<file path="src/btpm_pkg.sv">
package btpm_pkg;

   localparam int MAX_TRIANGLES_DEF = 256;
   localparam int COORD_BITS_DEF = 12;
   localparam int HIT_BITS = 8;

   localparam logic [1:0] CMD_CLEAR = 2'd0;
   localparam logic [1:0] CMD_APPEND = 2'd1;
   localparam logic [1:0] CMD_QUERY = 2'd2;
   localparam logic [1:0] CMD_SPARE = 2'd3;

   localparam logic [1:0] OFF_A = 2'd0;
   localparam logic [1:0] OFF_B = 2'd1;
   localparam logic [1:0] OFF_C = 2'd2;

   typedef enum logic [3:0] {
      ST_IDLE,
      ST_SCAN,
      ST_RD_A,
      ST_RD_B,
      ST_RD_C,
      ST_LAT_C,
      ST_DIFF,
      ST_K,
      ST_U,
      ST_V,
      ST_TEST,
      ST_MUL,
      ST_DIV,
      ST_RND,
      ST_OUT
   } state_type;

   typedef struct packed {
      logic       clear;
      logic       append;
      logic       start;
      logic       rd_en;
      logic [1:0] rd_off;
      logic       lat_a;
      logic       lat_b;
      logic       lat_c;
      logic       diff;
      logic       calc_k;
      logic       calc_u;
      logic       calc_v;
      logic       next_tri;
      logic       init_acc;
      logic       mul;
      logic       div_step;
      logic       rnd;
      logic [1:0] term;
      logic       load_out;
      logic       found;
   } ctrl_type;

   typedef struct packed {
      logic has_tri;
      logic tri_hit;
      logic div_last;
   } status_type;

endpackage

</file>
<file path="src/btpm_ctrl.sv">
module btpm_ctrl
   import btpm_pkg::*;
(
   input  logic       clock,
   input  logic       reset,
   input  logic       req_valid,
   input  logic [1:0] req_command,
   output logic       req_ready,
   output logic       rsp_valid,
   input  logic       rsp_ready,
   input  status_type status,
   output ctrl_type   ctrl
);

   state_type state_ff, state_in;
   logic [1:0] term_ff, term_in;
   logic found_ff, found_in;
   logic rsp_valid_ff, rsp_valid_in;
   logic accept;

   assign req_ready = (state_ff == ST_IDLE);
   assign rsp_valid = rsp_valid_ff;
   assign accept = req_valid && req_ready;

   // next state
   always_comb begin
      state_in = state_ff;
      case (state_ff)
         ST_IDLE: begin
            if (accept && req_command == CMD_QUERY) state_in = ST_SCAN;
         end
         ST_SCAN: state_in = status.has_tri ? ST_RD_A : ST_OUT;
         ST_RD_A: state_in = ST_RD_B;
         ST_RD_B: state_in = ST_RD_C;
         ST_RD_C: state_in = ST_LAT_C;
         ST_LAT_C: state_in = ST_DIFF;
         ST_DIFF: state_in = ST_K;
         ST_K: state_in = ST_U;
         ST_U: state_in = ST_V;
         ST_V: state_in = ST_TEST;
         ST_TEST: state_in = status.tri_hit ? ST_MUL : ST_SCAN;
         ST_MUL: state_in = ST_DIV;
         ST_DIV: state_in = status.div_last ? ST_RND : ST_DIV;
         ST_RND: state_in = (term_ff == 2'd3) ? ST_OUT : ST_MUL;
         ST_OUT: begin
            if (!rsp_valid_ff || rsp_ready) state_in = ST_IDLE;
         end
         default: state_in = ST_IDLE;
      endcase
   end

   // outputs
   always_comb begin
      ctrl = '0;
      ctrl.term = term_ff;
      ctrl.found = found_ff;
      term_in = term_ff;
      found_in = found_ff;
      rsp_valid_in = rsp_valid_ff && !rsp_ready;
      case (state_ff)
         ST_IDLE: begin
            if (accept) begin
               case (req_command)
                  CMD_CLEAR: ctrl.clear = 1'b1;
                  CMD_APPEND: ctrl.append = 1'b1;
                  CMD_QUERY: begin
                     ctrl.start = 1'b1;
                     found_in = 1'b0;
                  end
                  default: ;
               endcase
            end
         end
         ST_RD_A: begin
            ctrl.rd_en = 1'b1;
            ctrl.rd_off = OFF_A;
         end
         ST_RD_B: begin
            ctrl.rd_en = 1'b1;
            ctrl.rd_off = OFF_B;
            ctrl.lat_a = 1'b1;
         end
         ST_RD_C: begin
            ctrl.rd_en = 1'b1;
            ctrl.rd_off = OFF_C;
            ctrl.lat_b = 1'b1;
         end
         ST_LAT_C: ctrl.lat_c = 1'b1;
         ST_DIFF: ctrl.diff = 1'b1;
         ST_K: ctrl.calc_k = 1'b1;
         ST_U: ctrl.calc_u = 1'b1;
         ST_V: ctrl.calc_v = 1'b1;
         ST_TEST: begin
            if (status.tri_hit) begin
               ctrl.init_acc = 1'b1;
               found_in = 1'b1;
               term_in = 2'd0;
            end else begin
               ctrl.next_tri = 1'b1;
            end
         end
         ST_MUL: ctrl.mul = 1'b1;
         ST_DIV: ctrl.div_step = 1'b1;
         ST_RND: begin
            ctrl.rnd = 1'b1;
            term_in = term_ff + 2'd1;
         end
         ST_OUT: begin
            if (!rsp_valid_ff || rsp_ready) begin
               ctrl.load_out = 1'b1;
               rsp_valid_in = 1'b1;
            end
         end
         default: ;
      endcase
   end

   always_ff @(posedge clock) begin
      if (reset) begin
         state_ff <= ST_IDLE;
         term_ff <= 2'd0;
         found_ff <= 1'b0;
         rsp_valid_ff <= 1'b0;
      end else begin
         state_ff <= state_in;
         term_ff <= term_in;
         found_ff <= found_in;
         rsp_valid_ff <= rsp_valid_in;
      end
   end

endmodule

</file>
<file path="config.mk">
export PLATFORM = sky130hd
export DESIGN_NAME = btpm_ctrl
export DESIGN_NICKNAME = d
export VERILOG_FILES = /design/src/btpm_pkg.sv /design/src/btpm_ctrl.sv
export SDC_FILE = /design/constraint.sdc
export NUM_CORES = 1
export LEC_CHECK = 0
export ABC_AREA = 1
export BUFFER_PORTS_ARGS = -buffer_cell sky130_fd_sc_hd__buf_2
export CAP_MARGIN = 20
export CORE_MARGIN = 5
export CORE_UTILIZATION = 40
export CTS_BUF_LIST = sky130_fd_sc_hd__clkbuf_16
export DETAILED_ROUTE_END_ITERATION = 6
export PLACE_DENSITY_LB_ADDON = 0.12
export SKIP_LAST_GASP = 1
export SLEW_MARGIN = 5
export SYNTH_ARGS = -nofsm -noshare
export SYNTH_HDL_FRONTEND = slang
export SYNTH_SLANG_ARGS = --single-unit
</file>
<file path="constraint.sdc">
create_clock -name clock -period 1.4 [get_ports clock]
set_input_delay 0.21 -clock clock [delete_from_list [all_inputs] [get_ports clock]]
set_output_delay 0.21 -clock clock [all_outputs]
set_load 0.03 [all_outputs]
</file>
# ---- Yosys cells after proc, flatten, opt, wreduce, memory -nomap -nowiden
# Cells that the tools add are included.
dict set report op_classes {
  n_reduce_logical 13
  n_mul 0
  n_shift 0
  muxes 36
  n_eq_ne 22
  order_cmp 0
  div_mod_pow 0
  addsub 1
  bitwise 0
}
# op count
set ops {}
lappend ops {{one-hot mux 4 bit (15 select lines)} 1}
lappend ops {{equality test 4 bit, second input constant} 7}
lappend ops {{two-way mux 1 bit} 23}
lappend ops {{equality test 4 x 3 -> 1 bit, second input constant} 4}
lappend ops {{two-way mux 4 bit} 4}
lappend ops {{two-way mux 3 bit} 3}
lappend ops {{one-hot mux 3 bit (3 select lines)} 1}
lappend ops {{equality test 4 x 2 -> 1 bit, second input constant} 2}
lappend ops {{!= test 2 x 1 -> 1 bit, second input constant} 3}
lappend ops {{equality test 2 bit, second input constant} 2}
lappend ops {{equality test 4 x 1 -> 1 bit, second input constant} 1}
lappend ops {{logical NOT 4 bit} 1}
lappend ops {{two-way mux 2 bit} 2}
lappend ops {{!= test 2 bit, second input constant} 2}
lappend ops {{one-hot mux 2 bit (2 select lines)} 1}
lappend ops {{AND reduction 2 bit} 2}
lappend ops {{AND reduction 4 bit} 1}
lappend ops {{nonzero test 2 bit} 2}
lappend ops {{logical AND 1 bit} 3}
lappend ops {{adder 2 x 1 -> 2 bit, second input constant} 1}
lappend ops {{equality test 2 x 1 -> 1 bit, second input constant} 1}
lappend ops {{logical NOT 1 bit} 2}
lappend ops {{logical NOT 2 bit} 1}
lappend ops {{one-hot mux 1 bit (2 select lines)} 1}
lappend ops {{logical OR 1 bit} 1}
dict set report word_totals {
  register_bits 8
  ramBits 0
  memories 0
  inputBits 9
  output_inout_bits 24
  elab_cells 76
  latchBits 0
  rom_bits 0
}

# ---- Logic depth before layout (Yosys ltp)
dict set report depth {
  word_depth 5
  ltp_mapped 8
  depth_no_buf 8
}

# ---- Worst setup path after synthesis
# OpenSTA, ideal clock, no wires.
dict set report synth_path {
  path_type {register to output}
  start {register state_ff[0]}
  end {output ctrl[20] (netlist name)}
  stages_incl_launch_ff 6
  path_slack_ps -492
  arrival_ps 1682
  path_cell_list {dfxtp_1 -> nor2_1 -> nand2_1 -> inv_1 -> nand2_1 -> nor3_1}
}
# element line_no
set synth_lines {}
lappend synth_lines {{from (decl)} btpm_ctrl.sv:15} ;# state_type state_ff, state_in;
lappend synth_lines {{from (signal assigned)} btpm_ctrl.sv:125} ;# state_ff <= state_in;
lappend synth_lines {{to (decl)} btpm_ctrl.sv:12} ;# output ctrl_type ctrl

==> metrics.yaml <==
status:
  status: "finished with violations"
  violations: "negative setup slack"
cts:
  clkLatencyLatePin_ps: 230
  htree_levels: 1
  cts_hold_buf: 0
  cts_tree: "built"
  cts.sinks: 8
  cts_inserted_buffers: 3
  cts-root-buf: "clkbuf_16"
  clock_path_buffers: 2
  clk_pin_slew_ps: 40
synthesis:
  synth_top_area_cell: "dfxtp_1"
  ys_seq_area_share_pct: 25.9
  yosys_register_bits: 8
  syn_area_per_cell_um2: 5.52
  ys_warn_count: 0
  synth_fp_nets: 122
  synth_area_leaders: "dfxtp_1 26%, nand2_1 19%, inv_1 13%"
  synth.distinct_cells: 17
  synthCells: 112
  netlist_area_um2: 618
  synth_top_area_share_pct: 25.9
worst_setup_path:
  crit_type: "flip-flop to primary output"
  cpMostUsedCell: "inv_2"
  startpoint_type: "flip-flop"
  cp_slowest_cell: "dfxtp_4"
  endpoint_kind: "primary output"
  slowest_delay_ps: 390
  crit_required_ps: 1190
  cp_cell_sequence: "nand2_2 -> inv_2 -> nand2_1 -> inv_2 -> clkbuf_4"
  crit_fanout: 5
  worst_ep_arrival_time_ps: 1190
grt:
  grt-ovfl-total: 0
  grt_pass1_vias: 741
  antenna_found_initial: 0
  grt_max_degree: 6
  grt_pass1_wl_um: 3090
  grt_usage_pct: 16.1
routing:
  num_vias: 833
  postRouteAntennaNets: 0
  finalWirelength_um: 1910
  drc: 0
  drtIter0Drc: 12
  vias_per_cell: 4.99
  routedWlPerCell_um: 11.4
  firstDrtPassIters: 4
finish:
  final_common_cell: "nand2_1"
  design_area_mm2: 0.00109
  multiInputGateArea_um2: 444
  drive_gt1_share_pct: 49.7
  ff_latch_area_um2: 173
  nNetsFinal: 163
  area_growth_pct: 76.1
  nFillCells: 140
  antenna_cells: 0
  mostFrequentLayoutCells: "25 x nand2_1, 16 x inv_1, 16 x buf_2"
placed_design:
  dpl.hpwl_um: 1450
  place_area_um2: 846
  gp_congestion: 0.910
  io_buffers: 32
sta:
  hold_violations: 0
  slew_violations: 0
  fmax_mhz: 713
  relSlewSlack_pct: 85.4
  fin_setup_tns_ps: -2.63
  period_share_pct: 100
  fin_worst_skew_ps: 2.63
  setup_viol: 1
  post-route-min-period_ps: 1400
  setup_slack_ps: -2.63
  rsz0062_at_grt: "true"
  worst_slew_pin_slew_ps: 218
  worst_hold_slack_ps: 183
pwr:
  power_leakage_nw: 0.627
  power.density_mw_per_mm2: 1780
  peakVddDrop_mv: 0.991
  total_power_w: 0.00194
floorplan:
  rows: 14
  dieHeight_um: 49.3
  die_area_mm2: 0.00243
  fp.coreArea_mm2: 0.00149
  ios: 33
  die_width_um: 49.3
  start_util_pct: 41.5
run:
  maxCapViolCount: 0
worst_hold_path:
  hp-class: "input port to flip-flop"
==> routing by layer <==
layer  global-route usage [%]  part of all wire (%)  vias up
li1                         -                     -      422
met1                     17.4                    39      378
met2                     27.5                    51       29
met3                     3.36                   7.4        4
met4                     10.8                   1.6        0
met5                        0                     0        -
==> Yosys cell counts <==
cell type,n
nor2_4,1
a22oi_1,1
nor3_1,4
dfxtp_1,8
o21ai_0,3
a21oi_1,4
nand3_2,1
nand3_1,8
nand2_1,31
ha_1,1
nor2_1,19
nand4_1,1
nand2_2,1
buf_4,2
nor2_2,2
inv_2,3
inv_1,22
==> worst max-delay path: cells and delay by family, from the launching register on <==
| family | cells | cell delay (ps) |
|---|---|---|
| buffers and inverters | 3 | 350 |
| flip-flops | 1 | 390 |
| AND/OR/NAND/NOR | 2 | 220 |
==> stage by stage <==
step | setup slack, ps | cells | utilization [%]
3_3_place_gp | 118 | 161 | 56.8
6_report | -2.63 | 167 | 73.1
4_1_cts | -18.9 | 166 | 67.3
5_1_grt | -61.9 | 167 | 73.1
2_1_floorplan | -48.9 | 112 | -
3_5_place_dp | 104 | 161 | 56.8
==> repair_timing <==
action | in CTS | in global routing
setup endpoints to repair | 16 | 17
buffers inserted | 2 | 1
pin swaps | 3 | 3
gates resized for setup | 24 | 36
==> state kept, by name, indices dropped and copies added (netlist names) <==
| signal | flops |
|---|---|
| state_ff | 4 |
| term_ff | 2 |
| found_ff | 1 |
| rsp_valid | 1 |
==> power breakdown <==
| group | leakage [nW] | switching, W | internal (W) |
|---|---|---|---|
| sequential | 0.0675 | 0.0000798 | 0.000283 |
| clock | 0.0370 | 0.000112 | 0.000368 |
| combinational | 0.522 | 0.000675 | 0.000421 |
| total | 0.627 | 0.000866 | 0.00107 |
==> area by class of cell <==
type | count | area share [%]
inverter | 25 | 8.62
timing repair buffer | 38 | 26.0
sequential | 8 | 15.9
clock buffer | 3 | 6.90
multi-input combinational | 77 | 40.8
tap | 16 | 1.84
==> final timing paths <==
path	from	to	slack [ps]	cells after the start
max	state_ff[2]$_SDFFE_PP0P_	ctrl[5]	-3	5
min	reset	term_ff[1]$_SDFFE_PP0P_	180	2
max reg2reg	state_ff[0]$_SDFFE_PP0P_	state_ff[2]$_SDFFE_PP0P_	170	8
min reg2reg	found_ff$_SDFFE_PP0P_	found_ff$_SDFFE_PP0P_	460	2
==> kinds of logic after synthesis <==
family	count (synthesis)	synth area share (%)
AOI/OAI and AO/OA	8	6.88
adders and majority gates	1	2.02
buffers and inverters	27	17.6
DFF	8	25.9
and+or+nand+nor	68	47.6
Power figures use the tool's default switching activity.
